[src/hw/rtl/rsma_pkg.sv]
// shared types and constants for the running-sum moving average
`timescale 1ns / 1ps

package rsma_pkg;

   localparam int SAMPLE_W   = 16;
   localparam int SUM_W      = 26;
   localparam int WIN_W      = 11;
   localparam int CNT_W      = 5;
   localparam int CSR_ADDR_W = 3;
   localparam int CSR_DATA_W = 32;

   localparam logic [SAMPLE_W-1:0] FULL_SCALE   = 16'hFFFF;
   localparam logic [WIN_W-1:0]    WINDOW_RESET = 11'd100;
   localparam logic [CNT_W-1:0]    DIV_LAST     = 5'd25;

   // register indexes, taken from paddr[2]
   localparam logic REG_WINDOW = 1'b0;
   localparam logic REG_MODE   = 1'b1;

   typedef enum logic [1:0] {
      ST_IDLE,
      ST_SUM,
      ST_DIV,
      ST_FINISH
   } state_type;

   typedef struct packed {
      logic [WIN_W-1:0] window_size;
      logic             complement_mode;
   } cfg_type;

   typedef struct packed {
      logic accept;
      logic sum_update;
      logic div_step;
      logic load_out;
   } cmd_type;

   typedef struct packed {
      logic out_free;
   } status_type;

endpackage

[src/hw/rtl/rsma_csr.sv]
// configuration registers behind the apb-style port
`timescale 1ns / 1ps

module rsma_csr (
   input  logic                                clock,
   input  logic                                reset,
   input  logic                                psel,
   input  logic                                penable,
   input  logic                                pwrite,
   input  logic [rsma_pkg::CSR_ADDR_W-1:0]     paddr,
   input  logic [rsma_pkg::CSR_DATA_W-1:0]     pwdata,
   output logic [rsma_pkg::CSR_DATA_W-1:0]     prdata,
   output logic                                pready,
   output rsma_pkg::cfg_type                   cfg
);
   import rsma_pkg::*;

   logic [WIN_W-1:0] window_ff;
   logic             mode_ff;
   logic             wr_en;

   assign pready = 1'b1;
   assign wr_en  = psel && penable && pwrite;

   always_ff @(posedge clock) begin
      if (reset) begin
         window_ff <= WINDOW_RESET;
         mode_ff   <= 1'b0;
      end else if (wr_en) begin
         case (paddr[2])
            REG_WINDOW: window_ff <= pwdata[WIN_W-1:0];
            REG_MODE:   mode_ff   <= pwdata[0];
            default:    ;
         endcase
      end
   end

   always_comb begin
      case (paddr[2])
         REG_WINDOW: prdata = {{(CSR_DATA_W-WIN_W){1'b0}}, window_ff};
         REG_MODE:   prdata = {{(CSR_DATA_W-1){1'b0}}, mode_ff};
         default:    prdata = '0;
      endcase
   end

   assign cfg.window_size     = window_ff;
   assign cfg.complement_mode = mode_ff;

endmodule

[config.mk]
export PLATFORM = sky130hd
export DESIGN_NAME = rsma_csr
export DESIGN_NICKNAME = d
export VERILOG_FILES = /design/src/hw/rtl/rsma_pkg.sv /design/src/hw/rtl/rsma_csr.sv
export SDC_FILE = /design/constraint.sdc
export NUM_CORES = 1
export LEC_CHECK = 0
export BUFFER_PORTS_ARGS = -buffer_cell sky130_fd_sc_hd__buf_2
export CORE_MARGIN = 2
export CORE_UTILIZATION = 37
export DETAILED_ROUTE_END_ITERATION = 6
export HOLD_SLACK_MARGIN = 0.02
export PLACE_DENSITY = 0.85
export SLEW_MARGIN = 15
export SYNTH_ARGS = -nofsm -noshare
export SYNTH_HDL_FRONTEND = slang
export SYNTH_SLANG_ARGS = --single-unit
[constraint.sdc]
create_clock -name clock -period 1.8 [get_ports clock]
set_clock_uncertainty 0.2 [all_clocks]
set_input_delay 0.18 -clock clock [delete_from_list [all_inputs] [get_ports clock]]
set_output_delay 0.18 -clock clock [all_outputs]
set_load 0.05 [all_outputs]
# Yosys cells after proc, flatten, opt, wreduce, memory -nomap -nowiden
# Index checks and enable logic that the tools add are counted.
op_classes:
  mux: 1
  bitwise: 1
  n_reduce_logical: 4
op_table:
  columns: ["op", "count"]
  rows:
  - ["$pmux W32 S2", 1]
  - ["$reduce_and A2 Y1", 2]
  - ["$logic_and A1 B1 Y1", 2]
  - ["$not A1 Y1", 1]
word_totals:
  register_bits: 12
  input_bits: 40
  out_inout_bits: 45
  elab_cells: 8

# Longest topological paths before layout
# Gate-level depths: netlist of run 1.
depth:
  depth_word: 3
  depth_mapped: 3

# Worst setup path before layout of run 1
# Ideal clock, no wire load.
synth_timing:
  path_type: "register to output"
  from: "register window_ff[10]"
  to: "output port prdata[10] in the netlist's numbering"
  arrival_time_ns: 1.410
  t_required_ns: 1.420
  path_slack_ns: 0.010
  stages_incl_launch_ff: 2
  cell_sequence: "dfxtp_1 -> nor2b_1"
synth_via:
  elab_chain_len: 1
synth_lines:
  columns: ["item", "line", "source"]
  rows:
  - ["start, declared", "rsma_csr.sv:18", "logic [WIN_W-1:0] window_ff;"]
  - ["start signal, assigned", "rsma_csr.sv:31", "REG_WINDOW: window_ff <= pwdata[WIN_W-1:0];"]
  - ["$pmux W32 S2", "rsma_csr.sv:39", "case (paddr[2])"]
  - ["end, declared", "rsma_csr.sv:12", "output logic [rsma_pkg::CSR_DATA_W-1:0] prdata,"]
# Every way passes these cells. The select of a mux whose other input is x is not followed.

# Worst setup path in the final report of run 1
layout_timing:
  from: "register mode_ff"
  to: "output port prdata[0] in the netlist's numbering"
layout_via:
  elab_chain_len: 1
layout_lines:
  columns: ["item", "line", "source"]
  rows:
  - ["start, declared", "rsma_csr.sv:19", "logic mode_ff;"]
  - ["start signal, assigned", "rsma_csr.sv:32", "REG_MODE: mode_ff <= pwdata[0];"]
  - ["$pmux W32 S2", "rsma_csr.sv:39", null]
# Every way passes these cells. The select of a mux whose other input is x is not followed.

==> results of run 1 <==
==> worst max path at each step <==
stage	cells after the start	to	slack, ns	startpoint
4_1_cts	2	prdata[0]	0.35	mode_ff$_SDFFE_PP0P_
3_5_place_dp	3	window_ff[4]$_SDFFE_PP0P_	0.39	paddr[2]
5_1_grt	2	prdata[0]	0.31	window_ff[0]$_SDFFE_PP0P_
3_3_place_gp	3	prdata[0]	0.43	paddr[2]
6_report	2	prdata[0]	0.37	mode_ff$_SDFFE_PP0P_
2_1_floorplan	1	prdata[10]	0.01	window_ff[10]$_SDFFE_PP0P_
==> tightest hold or removal path: cells and delay by family <==
kind                   cells  cell delay (ns)
buffers and inverters      1             0.11
multiplexers               1             0.07
AND/OR/NAND/NOR            1             0.10
==> through the flow <==
step	utilization	power (mW)	cells	area, um^2
after floorplan	-	0.499	109	871
after global placement	0.447	0.491	148	895
after detailed placement	0.447	0.494	148	895
after CTS	0.520	0.721	163	1040
after global routing	0.520	0.753	163	1040
final	0.520	0.712	163	1040
==> power by group <==
| group | switching, mW | internal (mW) | leakage, nW |
|---|---|---|---|
| Combinational | 0.177 | 0.0541 | 0.399 |
| Clock | 0.0830 | 0.123 | 0.0210 |
| Sequential | 0.00382 | 0.271 | 0.0972 |
==> layout make-up <==
type	count	area, um^2
Timing Repair Buffer	50	305
Multi-Input combinational cell	70	425
Clock buffer	4	36.3
Fill cell	194	961
Tap cell	27	33.8
Sequential cell	12	240
==> sequential cells by signal (all words and copies together) (netlist names) <==
signal,cells
window_ff,11
mode_ff,1
==> repair_timing <==
action                                  CTS  global route
endpoints found under the hold margin    12             0
endpoints found under the setup margin    0             0
hold buffers                             11             0
==> cells in the mapped netlist <==
cell,instances
and4b_4,1
buf_12,1
buf_2,1
buf_4,23
clkbuf_1,2
conb_1,2
dfxtp_1,12
mux2_2,1
mux2i_1,12
nand2b_1,17
nand4_1,1
nor2_1,6
nor2b_1,10
==> kinds of logic (layout without fill, tap and decap cells) <==
group                  count (synthesis)  count (layout)
and+or+nand+nor                       35              35
buffers and inverters                 27              54
muxes                                 13              13
DFF                                   12              12
other                                  2              22
==> metal layers <==
metal  vias up  share of wire  track usage
met4         0              0       0.0180
met1       276           0.41        0.126
met3         0          0.086       0.0536
met2        38           0.51        0.261
li1        328              -            -
met5         -              0            0
==> out/qor.yml, run 1 <==
run_status:
  status: "completed"
logic_synthesis:
  synth-simple-area-share: 0.266
  synth_top_family_by_area: "simple AND/OR/NAND/NOR gates"
  avgSynthCellArea_um2: 8.94
  synth-xor-area-share: 0
  yosys.area.top_type: "dfxtp_1"
  synth-compound-area-share: 0
  synth_warnings: 0
  synth_top_area_share: 0.302
  synth_cell_type_count: 13
  synth.area.top_cells: "dfxtp_1 30%, buf_4 22%, mux2i_1 15%, nand2b_1 13%, nor2b_1 7.9%"
  synth_seq_cells: 12
  synth_area_um2: 796
  synth.area.mux_share: 0.165
  syn_inst: 89
  ys_seq_area_frac: 0.302
  synth_fa_ha_area_frac: 0
floorplan:
  die_w_um: 50.4
  start_util: 0.397
  io_pins: 85
  chipHeight_um: 50.4
  num_rows: 16
  die_area_um2: 2540
  core-area_um2: 2000
power:
  p_leak_nw: 0.517
  ir_drop_uv: 486
  p_per_area_nw_per_um2: 684
global_routing:
  grt_pass1_vias: 608
  grt_pass1_wl_mm: 2.52
  antenna_found_initial: 0
  overflow: 0
  grt_max_degree: 24
  grt_usage: 0.131
sta:
  final_hold_viol_count: 0
  fin_crit_ns: 1.43
  rsz0062_at_grt: "no"
  finalWorstSetupSlack_ns: 0.368
  timing.setup.tns_ns: 0
  fin_hold_ws_ns: 0.0386
  max_freq_ghz: 0.698
  setup_viol: 0
  post-route-period-util: 0.796
  final_max_slew_viol_count: 0
finish:
  final_cell_mix: "39 x buf_2, 22 x conb_1, 17 x nand2b_1, 12 x mux2i_1, 12 x dfxtp_1"
  drive_above_1_share: 0.331
  diodes: 0
  syn2layout_area_growth_pct: 30.8
  nNetsFinal: 177
  layout_commonest_cell: "buf_2"
place:
  hpwl_mm: 1.12
  dp_slack_ns: 0.391
  place_congestion: 0.600
  port_buffers: 39
clocking:
  ctsRootBufferMaster: "clkbuf_4"
  clkTransAtPathRegs_ns: 0.07
  post_cts_buffers: 0
  htree_levels: 1
  clock-sinks: 12
  cts_buffer_depth: 2
  clk_latency_ns: 0.26
  ctsResizeCount: 0
  cts_made_buffers: 3
  cts_tree: "built"
worst_setup_path:
  reg2reg_depth: 2
  max_stage_delay_ns: 0.33
  start_kind: "flop"
  crit_fanout: 3
  r2r_start: "window_ff[0]$_SDFFE_PP0P_"
  cp.required_ns: 1.42
  r2r-end: "window_ff[0]$_SDFFE_PP0P_"
  timing.critical_path.cells: "mux2_2, buf_2"
  arrival_ns: 1.05
  rrSetupSlack_ns: 0.98
  crit_family: "flip-flops"
  critical_path_class: "reg2out"
  timing.critical_path.buf_inv: 1
  cp_slowest_cell: "dfxtp_1"
  endpoint_kind: "primary output"
drt:
  first_pass_iters: 3
  drc_errors: 0
  postRouteAntennaNets: 0
  wl_per_cell_um: 9.96
  drt_first_iter_violations: 2
  routed_via_density: 3.94
  dr_total_vias: 642
  wirelength_mm: 1.62
worst_hold_path:
  hp-start: "penable"
  worstHoldEndpoint: "mode_ff$_SDFFE_PP0P_"
  min_path_cells: 3
  hold_path_class: "in2reg"
job:
  max_cap_violations: 0
No activity file was read; power rests on OpenSTA's default activity.
==> run 2, diff against run 1 <==
CORE_UTILIZATION = 34   (was 37)
PLACE_DENSITY = 0.79   (was 0.85)
clock period = 1.4 ns   (was 1.8 ns; I/O delays follow)
==> out/qor.yml, run 2 (same netlist as run 1, synthesis figures left out) <==
run_status:
  status: "completed"  # unchanged
worst_setup_path:
  rrSetupSlack_ns: 0.58  # was 0.98 ns
  r2r_start: "window_ff[6]$_SDFFE_PP1P_"  # was window_ff[0]$_SDFFE_PP0P_
  arrival_ns: 1.02  # was 1.05 ns
  max_stage_delay_ns: 0.33  # about the same
  cp_slowest_cell: "dfxtp_1"  # unchanged
  r2r-end: "window_ff[6]$_SDFFE_PP1P_"  # was window_ff[0]$_SDFFE_PP0P_
  cp.required_ns: 1.06  # was 1.42 ns
  timing.critical_path.buf_inv: 1  # unchanged
  timing.critical_path.cells: "mux2_2, buf_6"  # was mux2_2, buf_2
  start_kind: "flop"  # unchanged
  crit_fanout: 3  # unchanged
  crit_family: "flip-flops"  # unchanged
  critical_path_class: "reg2out"  # unchanged
  reg2reg_depth: 2  # unchanged
  endpoint_kind: "primary output"  # unchanged
floorplan:
  num_rows: 17  # was 16
  chipHeight_um: 52.4  # was 50.4 um
  core-area_um2: 2210  # was 2000 um^2
  die_area_um2: 2740  # was 2540 um^2
  start_util: 0.360  # was 0.397
  die_w_um: 52.4  # was 50.4 um
  io_pins: 85  # unchanged
drt:
  wirelength_mm: 1.71  # was 1.62 mm
  first_pass_iters: 4  # was 3
  dr_total_vias: 675  # was 642
  wl_per_cell_um: 10.1  # was 9.96 um
  drt_first_iter_violations: 4  # was 2
  drc_errors: 0  # unchanged
  postRouteAntennaNets: 0  # unchanged
  routed_via_density: 3.99  # was 3.94
finish:
  fin_area_um2: 1190  # was 1040 um^2
  final_core_util: 0.538  # was 0.520
  largest_reg_flops: 11  # unchanged
  drive_above_1_share: 0.411  # was 0.331
  final_cell_mix: "30 x buf_2, 22 x conb_1, 17 x nand2b_1, 14 x dlygate4sd3_1, 12 x mux2i_1"  # was 39 x buf_2, 22 x conb_1, 17 x nand2b_1, 12 x mux2i_1, 12 x dfxtp_1
  top_register: "window_ff"  # unchanged
  nNetsFinal: 182  # was 177
  diodes: 0  # unchanged
  syn2layout_area_growth_pct: 49.5  # was 30.8%
  reg_top3: "window_ff x11, mode_ff x1"  # unchanged
  layout_commonest_cell: "buf_2"  # unchanged
  fillers: 197  # was 194
  multi_input_area_um2: 500  # was 425 um^2
  seq_area_um2: 241  # was 240 um^2
clocking:
  htree_levels: 1  # unchanged
  clkTransAtPathRegs_ns: 0.08  # was 0.07 ns
  ctsRootBufferMaster: "clkbuf_4"  # unchanged
  clk_latency_ns: 0.27  # was 0.26 ns
  cts_buffer_depth: 2  # unchanged
  clock-sinks: 12  # unchanged
  cts_made_buffers: 3  # unchanged
  cts_tree: "built"  # unchanged
  post_cts_buffers: 0  # unchanged
power:
  seqPwrFrac: 0.367  # was 0.386
  p_leak_nw: 0.571  # was 0.517 nW
  power_frac_comb: 0.342  # was 0.324
  cell_internal_pwr_mw: 0.597  # was 0.448 mW
  ir_drop_uv: 426  # was 486 uV
  p_per_area_nw_per_um2: 810  # was 684 nW/um^2
  p_clk_frac: 0.291  # was 0.289
  swShare: 0.380  # was 0.370
  p_switching_mw: 0.366  # was 0.264 mW
global_routing:
  grt_pass1_wl_mm: 2.61  # was 2.52 mm
  antenna_found_initial: 0  # unchanged
  grt_use_met2: 0.240  # was 0.261
  overflow: 0  # unchanged
  grt_max_degree: 24  # unchanged
  grt-busiest-layer: "met2"  # unchanged
  grt_use_met3: 0.0343  # was 0.0536
  grt_util_met1: 0.144  # was 0.126
  grt_pass1_vias: 601  # was 608
  grt_usage: 0.132  # was 0.131
sta:
  post-route-period-util: 0.973
  final_hold_viol_count: 0  # unchanged
  setup_viol: 0  # unchanged
  rsz0062_at_grt: "no"  # unchanged
  timing.setup.tns_ns: 0  # unchanged
  fin_crit_ns: 1.36
  final_max_slew_viol_count: 0  # unchanged
  fin_hold_ws_ns: 0.0928  # was 0.0386 ns
  max_freq_ghz: 0.734
worst_hold_path:
  hp-start: "reset"  # was penable
  worstHoldEndpoint: "window_ff[2]$_SDFFE_PP1P_"  # was mode_ff$_SDFFE_PP0P_
  hold_path_class: "in2reg"  # unchanged
  min_path_cells: 3  # unchanged
place:
  placed_area_um2: 986  # was 895 um^2
  place_congestion: 0.634  # was 0.600
  hpwl_mm: 1.24  # was 1.12 mm
  port_buffers: 39  # unchanged
job:
  max_cap_violations: 0  # unchanged
## run 2: cell count changes in the layout (fill, tap and decap cells not counted), moves of 3 or more
| cell | delta |
|---|---|
| buf_4 | +3 |
| dlygate4sd3_1 | +3 |
| nor2b_1 | -10 |
| nor2b_4 | +10 |
| clkbuf_4 | +7 |
| buf_2 | -9 |
## run 2: power by group through the flow
stage,Clock (mW),Combinational [mW],Sequential (mW)
after floorplan,0,0.272,0.386
after global placement,0,0.289,0.361
after detailed placement,0,0.293,0.362
after CTS,0.295,0.325,0.354
after global routing,0.306,0.346,0.355
final,0.280,0.329,0.354
## run 2: worst max path at each step
stage / from / end / slack, ns / cells past startpoint
after detailed placement: paddr[2] / window_ff[8]$_SDFFE_PP0P_ / 0.11 / 3
after global routing: window_ff[0]$_SDFFE_PP0P_ / prdata[0] / 0.002 / 2
final: mode_ff$_SDFFE_PP0P_ / prdata[0] / 0.04 / 2
after floorplan: window_ff[0]$_SDFFE_PP0P_ / prdata[0] / 0.01 / 1
after global placement: paddr[2] / window_ff[7]$_SDFFE_PP0P_ / 0.17 / 3
after CTS: window_ff[5]$_SDFFE_PP1P_ / prdata[5] / 0.007 / 2
## run 2: layout make-up
cell class                      instances  area share
Multi-Input combinational cell         70       0.421
Timing Repair Buffer                   55       0.317
Tap cell                               28      0.0294
Clock buffer                            4      0.0305
Sequential cell                        12       0.203
## run 2: repair_timing
| item | 4_1_cts | 5_1_grt |
|---|---|---|
| gates resized for setup | 2 | 10 |
| hold endpoints to repair | 12 | 0 |
| setup endpoints to repair | 1 | 9 |
| hold buffers | 14 | 0 |
| pin swaps | 0 | 0 |
## run 2: layer usage
layer  wire [um]  vias to the layer above
met3         152                        0
met1         710                      301
met2         851                       37
met4           0                        0
met5           0                        -
li1            -                      337
## run 2: tightest hold or removal path: stages
cell and delay (ns):
buf_2 0.20, nor2_1 0.11, mux2i_1 0.06
## run 2: per-stage QoR
stage	power, mW	std cells	worst slack (ns)
final	0.963	169	0.0379
after global routing	1.01	169	0.00163
after CTS	0.974	169	0.00732
after detailed placement	0.655	151	0.114
after global placement	0.651	151	0.173
after floorplan	0.657	109	0.0111
