### src/hw/rtl/rsma_pkg.sv
// shared types and constants for the running-sum moving average
`timescale 1ns / 1ps

package rsma_pkg;

   localparam int SAMPLE_W   = 16;
   localparam int SUM_W      = 26;
   localparam int WIN_W      = 11;
   localparam int CNT_W      = 5;
   localparam int CSR_ADDR_W = 3;
   localparam int CSR_DATA_W = 32;

   localparam logic [SAMPLE_W-1:0] FULL_SCALE   = 16'hFFFF;
   localparam logic [WIN_W-1:0]    WINDOW_RESET = 11'd100;
   localparam logic [CNT_W-1:0]    DIV_LAST     = 5'd25;

   // register indexes, taken from paddr[2]
   localparam logic REG_WINDOW = 1'b0;
   localparam logic REG_MODE   = 1'b1;

   typedef enum logic [1:0] {
      ST_IDLE,
      ST_SUM,
      ST_DIV,
      ST_FINISH
   } state_type;

   typedef struct packed {
      logic [WIN_W-1:0] window_size;
      logic             complement_mode;
   } cfg_type;

   typedef struct packed {
      logic accept;
      logic sum_update;
      logic div_step;
      logic load_out;
   } cmd_type;

   typedef struct packed {
      logic out_free;
   } status_type;

endpackage

### src/hw/rtl/rsma_ctrl.sv
// sequencing state machine: accept, sum update, divide, hand over result
`timescale 1ns / 1ps

module rsma_ctrl (
   input  logic                  clock,
   input  logic                  reset,
   input  logic                  req_valid,
   output logic                  req_stall,
   input  rsma_pkg::status_type  status,
   output rsma_pkg::cmd_type     cmd
);
   import rsma_pkg::*;

   state_type        state_ff, state_in;
   logic [CNT_W-1:0] cnt_ff, cnt_in;

   always_ff @(posedge clock) begin
      if (reset) begin
         state_ff <= ST_IDLE;
         cnt_ff   <= '0;
      end else begin
         state_ff <= state_in;
         cnt_ff   <= cnt_in;
      end
   end

   always_comb begin
      state_in = state_ff;
      cnt_in   = cnt_ff;
      case (state_ff)
         ST_IDLE: begin
            if (req_valid) state_in = ST_SUM;
         end
         ST_SUM: begin
            cnt_in   = '0;
            state_in = ST_DIV;
         end
         ST_DIV: begin
            cnt_in = cnt_ff + 1'b1;
            if (cnt_ff == DIV_LAST) state_in = ST_FINISH;
         end
         ST_FINISH: begin
            if (status.out_free) state_in = ST_IDLE;
         end
         default: state_in = ST_IDLE;
      endcase
   end

   always_comb begin
      req_stall      = 1'b1;
      cmd.accept     = 1'b0;
      cmd.sum_update = 1'b0;
      cmd.div_step   = 1'b0;
      cmd.load_out   = 1'b0;
      case (state_ff)
         ST_IDLE: begin
            req_stall  = 1'b0;
            cmd.accept = req_valid;
         end
         ST_SUM:    cmd.sum_update = 1'b1;
         ST_DIV:    cmd.div_step   = 1'b1;
         ST_FINISH: cmd.load_out   = status.out_free;
         default:   ;
      endcase
   end

endmodule

### config.mk
export PLATFORM = sky130hd
export DESIGN_NAME = rsma_ctrl
export DESIGN_NICKNAME = d
export VERILOG_FILES = /design/src/hw/rtl/rsma_pkg.sv /design/src/hw/rtl/rsma_ctrl.sv
export SDC_FILE = /design/constraint.sdc
export NUM_CORES = 1
export LEC_CHECK = 0
export BUFFER_PORTS_ARGS = -buffer_cell sky130_fd_sc_hd__clkbuf_2
export CAP_MARGIN = 20
export CORE_AREA = 2 2 39 41
export DETAILED_ROUTE_END_ITERATION = 10
export DIE_AREA = 0 0 41 43
export MAX_ROUTING_LAYER = met4
export PLACE_DENSITY = 0.48
export SLEW_MARGIN = 10
export SYNTH_ARGS = -nofsm -noshare
export SYNTH_HDL_FRONTEND = slang
export SYNTH_SLANG_ARGS = --single-unit
### constraint.sdc
create_clock -name clock -period 2.4 [get_ports clock]
set_input_delay 0.36 -clock clock [delete_from_list [all_inputs] [get_ports clock]]
set_output_delay 0.36 -clock clock [all_outputs]
set_load 0.02 [all_outputs]
* After elaboration in Yosys (flattened, before gate mapping)
Cells that the tools add are included. W data, S select, Z words.
Cells by class: $add $sub $neg 1, eq/ne operators 7, mux-type cells 10, reductions and logical operators 3
Operators by type and width (count):
- $pmux W5 S2 | 1
- $pmux W2 S4 | 1
- $mux W2 | 3
- $ne A2 B2 Y1 const B | 3
- $add A5 B1 Y5 const B | 1
- $eq A5 B5 Y1 const B | 1
- $mux W1 | 5
- $eq A2 B2 Y1 const B | 2
- $reduce_and A3 Y1 | 1
- $eq A2 B1 Y1 const B | 1
- $logic_not A2 Y1 | 1
- $reduce_bool A2 Y1 | 1
Word-level totals: bits in registers 7, bits of input ports 4, output and inout port bits 5, word-level logic and storage cells 23

* Longest topological paths before layout
Gate-level depths: netlist of run 1.
depth after elaboration 3, gate-level depth with buffers 6, mapped depth without buffers 5

* Worst setup path before layout of run 1
Ideal clock, no wire load.
path type reg-to-reg, start register state_ff[0], end register state_ff[0], setup time 86 ps, data arrival time 1248 ps, required time 2314 ps, slack 1067 ps, stages on the path, launching flop included 5, buffers on the path 0, clock period less this slack 1333 ps, cell sequence dfxtp_1 inv_1 ha_1 a211o_1 a211oi_1
Between the ends: longest elaborated chain between the ends 3, elaborated cells on any way between the ends 9, those cells by class eq/ne (6); mux (1); reduce/logical (2)
Ends and longest elaborated chain:
- from (decl) | line rsma_ctrl.sv:14 | state_type state_ff, state_in;
- from (signal assigned) | line rsma_ctrl.sv:22 | state_ff <= state_in;
- $eq A2 B2 Y1 or $logic_not A2 Y1 (tied branches) | line rsma_ctrl.sv:30 | case (state_ff)
- $ne A2 B2 Y1 (no source line)
- $reduce_and A3 Y1 (no source line)
Parallel ways exist; a longest one is shown, timed or not. A chain may end at the register's enable or synchronous reset.

==> flow_summary.rst, run 1 <==
.. list-table::
   :header-rows: 1

   * - Metric
     - Value
   * - Post-synthesis average cell area
     - slightly above 9 sq um
   * - Post-CTS setup-driven buffer insertion count
     - 0
   * - Slack of the critical path
     - ~820 ps
   * - Antenna diode instance count
     - 0
   * - Final worst path period need
     - 1580 ps
   * - DRC errors left
     - 0
   * - Post-Place Cell Area
     - 481.7 sq um
   * - Worst EP required
     - approximately 2000 ps
   * - Count of mapped cells out of synthesis
     - 47
   * - Layout net count
     - 70
   * - PnR Total Power
     - 0.4882 mW
   * - Core outline area
     - around 1400 sq um
   * - Area growth from synthesis to layout
     - 19.41%
   * - Total number of clock tree sinks
     - 7
   * - Clock tree from TritonCTS
     - built
   * - Largest clock skew in the final design
     - between 2 and 3 ps
   * - Initial DRC Count
     - 8
   * - Internal Pwr Total
     - 0.2869 mW
   * - Hold-fix buffer count after cts
     - 0
   * - Clock root buffer
     - sky130_fd_sc_hd__clkbuf_4
   * - Floorplan die area
     - 1763 sq um
   * - Period Utilization, post-route
     - 0.6583
   * - Clock network latency to the later pin of the worst-skew pair
     - 250 ps
   * - Number of antenna violations at the first check in global routing
     - 0
   * - Last weighted congestion value of the routability-driven placer
     - 0.6383
   * - Number of distinct library cell variants in the gate-level netlist after synthesis
     - 20
   * - Part of the power in registers
     - 0.301
   * - Initial core utilization
     - 0.3074
   * - Via count of the first global-routing pass
     - 325
   * - Detailed-route via count
     - about 350
   * - Share of post-route cells with drive strength above 1
     - 0.1897
   * - Via-per-instance ratio
     - ~4.7
   * - Post-layout instance count excluding filler cells
     - 74
   * - Wire length of the first global-routing pass
     - between 1000 and 1500 um
   * - Post-Place Cells
     - 70
   * - Max-slew headroom at the worst pin
     - 0.8391
   * - Number of failing setup endpoints in the final timing report
     - 0
   * - Setup tns final
     - 0 ps
   * - Syn Nets
     - 58
   * - Clock transition at path regs
     - 50 ps
   * - WL/cell
     - around 10 um
   * - I/O pin count
     - 9
   * - Chip Height
     - between 40 and 50 um
   * - Category of the critical setup timing path
     - flop to output port
   * - Overall Global Routing Usage
     - 0.1174
   * - Sw Share
     - 0.4124
   * - Congestion Overflow GR
     - 0
   * - Max Fanout on Critical Path
     - 4
   * - Relative contribution of the clock network to total power
     - 0.222
   * - Combined area of all synthesized cells
     - roughly 430 sq um
   * - Number of fill cells in the layout
     - 150
   * - Maximum vdd ir drop
     - ~0.39 mV
   * - Startpoint Class
     - flop
   * - Least-Margin Pin Slew
     - ~240 ps
   * - Data arrival at the endpoint of the critical path
     - ~1200 ps
   * - Post-Route Utilization
     - 0.3671
   * - Part of the Yosys area used for sequential elements
     - 0.3294
   * - Cell Rows
     - 14
   * - Max-cap violations
     - 0
   * - Post-route antenna net violation count
     - 0
   * - Worst Hold Slack
     - 349.6 ps
   * - Fin. Hold Viols
     - 0
   * - Final number of max-transition violations
     - 0
   * - Leakage component of the power
     - approximately 0.23 nW
   * - Element type at the critical path end
     - output port
   * - Maximum number of pins on one net before global-route repair
     - 10
   * - Post-cts sizing count
     - 0
   * - Number of optimization iterations in the first detailed-route pass
     - 3
   * - Register bit count reported by yosys
     - 7
   * - Maximum count of clock buffers along a single path
     - 2
   * - Max H-tree Level
     - 1
   * - Routed wire length
     - 757 um
   * - Combinational power share
     - 0.476
   * - Run status
     - finished, final reports clean
   * - Power Dens Cells
     - around 960 nW/um^2
   * - Worst min-delay path category
     - input port to flop
   * - Maximum clock frequency
     - ~0.63 GHz
   * - # port buffers
     - 8
   * - Final design instance area without fill
     - between 500 and 600 sq um
   * - Inserted Clock Buffers
     - 3
   * - Synthesis Warnings
     - 0
   * - Setup repair after global routing missed its margin
     - no
   * - Switching power summed over all nets
     - between 0.2 and 0.25 mW
   * - Die width
     - slightly above 40 um
   * - Post-Place Setup Slack
     - just under 1000 ps
-- sequential cells by signal (all words and copies together) (netlist names) --
| name | cells |
|---|---|
| cnt_ff | 5 |
| state_ff | 2 |
-- power groups by stage --
stage,combinational (mW),clock (mW),sequential (mW)
floorplan,0.180,0,0.146
CTS,0.235,0.114,0.147
detailed placement,0.234,0,0.150
global placement,0.236,0,0.150
global route,0.264,0.122,0.150
finish,0.233,0.109,0.147
-- logic make-up after synthesis --
| logic type | after synthesis | synth area share |
|---|---|---|
| buffers and inverters | 6 | 0.05294 |
| adder cells (fa/ha/maj) | 7 | 0.2059 |
| AND/OR/NAND/NOR | 18 | 0.2441 |
| AO/OA/AOI/OAI | 5 | 0.08237 |
| flip-flops | 7 | 0.3294 |
| XOR/XNOR | 3 | 0.06178 |
| multiplexers | 1 | 0.02353 |
-- area by class of cell --
cell class              instances  area [sq um]  area share
well taps                      16         20.02     0.03941
inverters                       5         18.77     0.03695
flip-flops and latches          7         140.1      0.2759
multi-input cells              34         262.8      0.5172
repair buffers                  8         40.04     0.07882
clock buffers                   4         26.28     0.05172
-- critical path, stage by stage, from the launching register on --
cell and delay, ps:
sky130_fd_sc_hd__dfxtp_1 360, sky130_fd_sc_hd__inv_1 100, sky130_fd_sc_hd__ha_1 230, sky130_fd_sc_hd__and2_1 140, sky130_fd_sc_hd__clkbuf_2 150
-- cell usage after synthesis, drive strengths merged --
| library cell | n | area [sq um] |
|---|---|---|
| nor2 | 3 | 11.26 |
| dfxtp | 7 | 140.1 |
| a211o | 1 | 8.760 |
| a21oi | 1 | 5.000 |
| xor2 | 3 | 26.28 |
| nand3b | 1 | 7.510 |
| o22ai | 1 | 6.260 |
| mux2i | 1 | 10.01 |
| nor2b | 3 | 18.77 |
| a21o | 1 | 7.510 |
| clkbuf | 1 | 3.750 |
| a211oi | 1 | 7.510 |
| and2 | 2 | 12.51 |
| inv | 5 | 18.77 |
| ha | 7 | 87.58 |
| nor4 | 1 | 6.260 |
| nand2b | 3 | 18.77 |
| nand2 | 2 | 7.510 |
| nand4b | 1 | 8.760 |
| nand4 | 2 | 12.51 |
-- metal layers --
layer,share of wire,vias up,GRT usage
li1,-,178,-
met1,0.47,157,0.1323
met2,0.46,8,0.1625
met3,0.061,2,0.06283
met4,0.0053,0,0.06000
met5,0,-,-
-- final timing paths --
kind	from	cells past startpoint	to	slack, ps
setup reg to reg	state_ff[0]	5	state_ff[0]	1000
hold / removal	reset	2	cnt_ff[0]	350
setup / recovery	state_ff[0]	4	cmd[3]	820
hold reg to reg	state_ff[1]	2	state_ff[1]	520
-- layout by cell type, fill, tap and decap left out, types with 2 or more instances in the layout --
master,n
sky130_fd_sc_hd__clkbuf_4,3
sky130_fd_sc_hd__dfxtp_1,7
sky130_fd_sc_hd__nand4_1,2
sky130_fd_sc_hd__nand2_1,2
sky130_fd_sc_hd__clkbuf_2,8
sky130_fd_sc_hd__nand2b_1,3
sky130_fd_sc_hd__and2_1,2
sky130_fd_sc_hd__nor2b_1,3
sky130_fd_sc_hd__nor2_1,3
sky130_fd_sc_hd__ha_1,7
sky130_fd_sc_hd__xor2_1,3
sky130_fd_sc_hd__inv_1,5
Power figures use the tool's default switching activity.
==> run 2: changes to the inputs <==
ABC_AREA = 1   (was not set)
PLACE_DENSITY = 0.54   (was 0.48)
clock period = 1.4 ns   (was 2.4 ns; I/O delays follow)
==> flow_summary.rst, run 2 <==
.. list-table::
   :header-rows: 1

   * - Metric
     - Value
   * - Syn Nets
     - 77
   * - Core outline area
     - between 1000 and 1500 sq um
   * - Worst EP required
     - 1190 ps
   * - Data arrival at the endpoint of the critical path
     - 1180 ps
   * - DRC errors left
     - 0
   * - Top cells by instance count after synthesis
     - sky130_fd_sc_hd__inv_1, sky130_fd_sc_hd__nand2_1, sky130_fd_sc_hd__dfxtp_1, sky130_fd_sc_hd__ha_1, sky130_fd_sc_hd__a21oi_1
   * - Register with the most flip-flops
     - cnt_ff
   * - Combined area of all synthesized cells
     - about 470 sq um
   * - Routed wire length
     - 832 um
   * - Clock root buffer
     - sky130_fd_sc_hd__clkbuf_4
   * - Fin. Hold Viols
     - 0
   * - Leading cell types in the layout, fill and taps excluded
     - sky130_fd_sc_hd__inv_1, sky130_fd_sc_hd__nand2_1, sky130_fd_sc_hd__clkbuf_2
   * - Congestion Overflow GR
     - 0
   * - Slack of the critical path
     - 11.35 ps
   * - Clock tree from TritonCTS
     - built
   * - Final number of max-transition violations
     - 0
   * - Part of the Yosys area used for sequential elements
     - 0.3011
   * - Post-CTS setup-driven buffer insertion count
     - 0
   * - Number of buffer and inverter instances along the worst setup path
     - 3
   * - I/O pin count
     - 9
   * - Register-to-register setup slack
     - about 100 ps
   * - Number of optimization iterations in the first detailed-route pass
     - 2
   * - Fraction of post-synthesis cell area in the top cell type by area
     - 0.3011
   * - Wire length of the first global-routing pass
     - ~1400 um
   * - Category of the critical setup timing path
     - flop to output port
   * - Biggest regs
     - cnt_ff x5, state_ff x2
   * - Overall Global Routing Usage
     - 0.1312
   * - Via count of the first global-routing pass
     - 376
   * - Number of antenna violations at the first check in global routing
     - 0
   * - Max incr delay on CP
     - around 320 ps
   * - Maximum vdd ir drop
     - a little under 1 mV
   * - Maximum number of pins on one net before global-route repair
     - 7
   * - Clock transition at path regs
     - 50 ps
   * - Register bit count reported by yosys
     - 7
   * - Maximum count of clock buffers along a single path
     - 2
   * - Startpoint Class
     - flop
   * - Post-synthesis average cell area
     - 7.052 sq um
   * - Area growth from synthesis to layout
     - 22.31%
   * - Initial core utilization
     - 0.3363
   * - Max H-tree Level
     - 1
   * - Antenna diode instance count
     - 0
   * - Final worst path period need
     - ~1400 ps
   * - Floorplan die area
     - roughly 1800 sq um
   * - Synthesis Warnings
     - 0
   * - Share of post-route cells with drive strength above 1
     - 0.2532
   * - Largest clock skew in the final design
     - between 3 and 4 ps
   * - Total half-perimeter wirelength after legalization and detailed placement
     - around 670 um
   * - Number of flip-flops in the largest register
     - 5
   * - Post-synth top flop
     - sky130_fd_sc_hd__dfxtp_1
   * - Number of fill cells in the layout
     - between 100 and 150
   * - Crit-path cells
     - inv_1 -> buf_4 -> ha_2 -> clkbuf_4
   * - Biggest area consumer among synthesized cells
     - sky130_fd_sc_hd__dfxtp_1
   * - Layout net count
     - just over 90
   * - Detailed-route via count
     - 419
   * - # port buffers
     - 8
   * - Count of mapped cells out of synthesis
     - 66
   * - WL/cell
     - between 8 and 9 um
   * - Worst min-delay path category
     - input port to flop
   * - Max-slew headroom at the worst pin
     - 0.8651
   * - Run status
     - finished, final reports clean
   * - Max stage delay cell, worst path
     - sky130_fd_sc_hd__dfxtp_2
   * - Number of flops mapped to enable cells by yosys
     - 0
   * - Leakage component of the power
     - approximately 0.30 nW
   * - Async set-reset flop share out of synthesis
     - 0
   * - Last weighted congestion value of the routability-driven placer
     - around 0.74
   * - Inserted Clock Buffers
     - 3
   * - Setup tns final
     - 0 ps
   * - Cell Rows
     - 14
   * - Number of distinct library cell variants in the gate-level netlist after synthesis
     - 15
   * - Power Dens Cells
     - about 1800 nW/um^2
   * - Initial DRC Count
     - 4
   * - Least-Margin Pin Slew
     - just over 200 ps
   * - Hold-fix buffer count after cts
     - 0
   * - Maximum clock frequency
     - 0.7201 GHz
   * - Via-per-instance ratio
     - around 4.4
   * - Chip Height
     - about 43 um
   * - Clock network latency to the later pin of the worst-skew pair
     - 250 ps
   * - Max Fanout on Critical Path
     - 5
   * - Period Utilization, post-route
     - 0.9919
   * - Post-Place Setup Slack
     - approximately 52 ps
   * - Element type at the critical path end
     - output port
   * - Post-route antenna net violation count
     - 0
   * - CP delay by family, top
     - buffers and inverters
   * - Die width
     - roughly 40 um
   * - Max-cap violations
     - 0
   * - Top cells by area in the synthesized netlist
     - sky130_fd_sc_hd__dfxtp_1, sky130_fd_sc_hd__ha_1, sky130_fd_sc_hd__inv_1, sky130_fd_sc_hd__nand2_1, sky130_fd_sc_hd__a21oi_1
   * - Setup repair after global routing missed its margin
     - yes
   * - Number of failing setup endpoints in the final timing report
     - 0
   * - Total number of clock tree sinks
     - 7
## run 2: routing by layer
metal / track usage / up-vias / share of wire
met5: - / - / 0
li1: - / 228 / -
met3: 0.01571 / 5 / 0.044
met4: 0.1600 / 0 / 0.064
met2: 0.1688 / 9 / 0.43
met1: 0.1498 / 177 / 0.46
## run 2: area by class of cell
class,instances,area (sq um),area share
Clock buffer,4,26.28,0.04615
Inverter,16,60.06,0.1055
Multi-Input combinational cell,43,270.3,0.4747
Sequential cell,7,142.6,0.2505
Tap cell,16,20.02,0.03516
Timing Repair Buffer,9,50.05,0.08791
## run 2: worst paths after layout
kind,start,end,cells after the start
worst max register to register,state_ff[1],cnt_ff[4],6
worst min register to register,state_ff[1],state_ff[1],2
worst min-delay path,reset,cnt_ff[1],2
worst max-delay path,state_ff[0],cmd[1],4
## run 2: per-stage QoR
stage          total power [mW]    util  instances  area (sq um)  hold WS [ps]
6_report                  1.034  0.4114         95         569.3         143.6
5_1_grt                   1.145  0.4114         95         569.3         143.3
4_1_cts                   1.027  0.4087         95         565.5         139.8
3_5_place_dp             0.8269  0.3852         91         533.0         409.0
3_3_place_gp             0.8294  0.3852         91         533.0         403.9
2_1_floorplan            0.6820       -         66         465.4         279.1
## run 2: kinds of logic (layout without fill, tap and decap cells)
| family | Yosys count | count (layout) | share of synthesized area |
|---|---|---|---|
| AND/OR/NAND/NOR | 29 | 29 | 0.2957 |
| buffers and inverters | 16 | 29 | 0.1290 |
| adder cells (fa/ha/maj) | 7 | 7 | 0.1882 |
| AO/OA/AOI/OAI | 7 | 7 | 0.08602 |
| flip-flops | 7 | 7 | 0.3011 |
## run 2: timing repair
item / CTS / global route
gates resized for setup: 3 / 2
endpoints found under the hold margin: 0 / 0
endpoints found under the setup margin: 1 / 6
## run 2: power by group
part / switching (mW) / internal [mW]
combinational: 0.359 / 0.215
clock: 0.0763 / 0.109
sequential: 0.0328 / 0.242
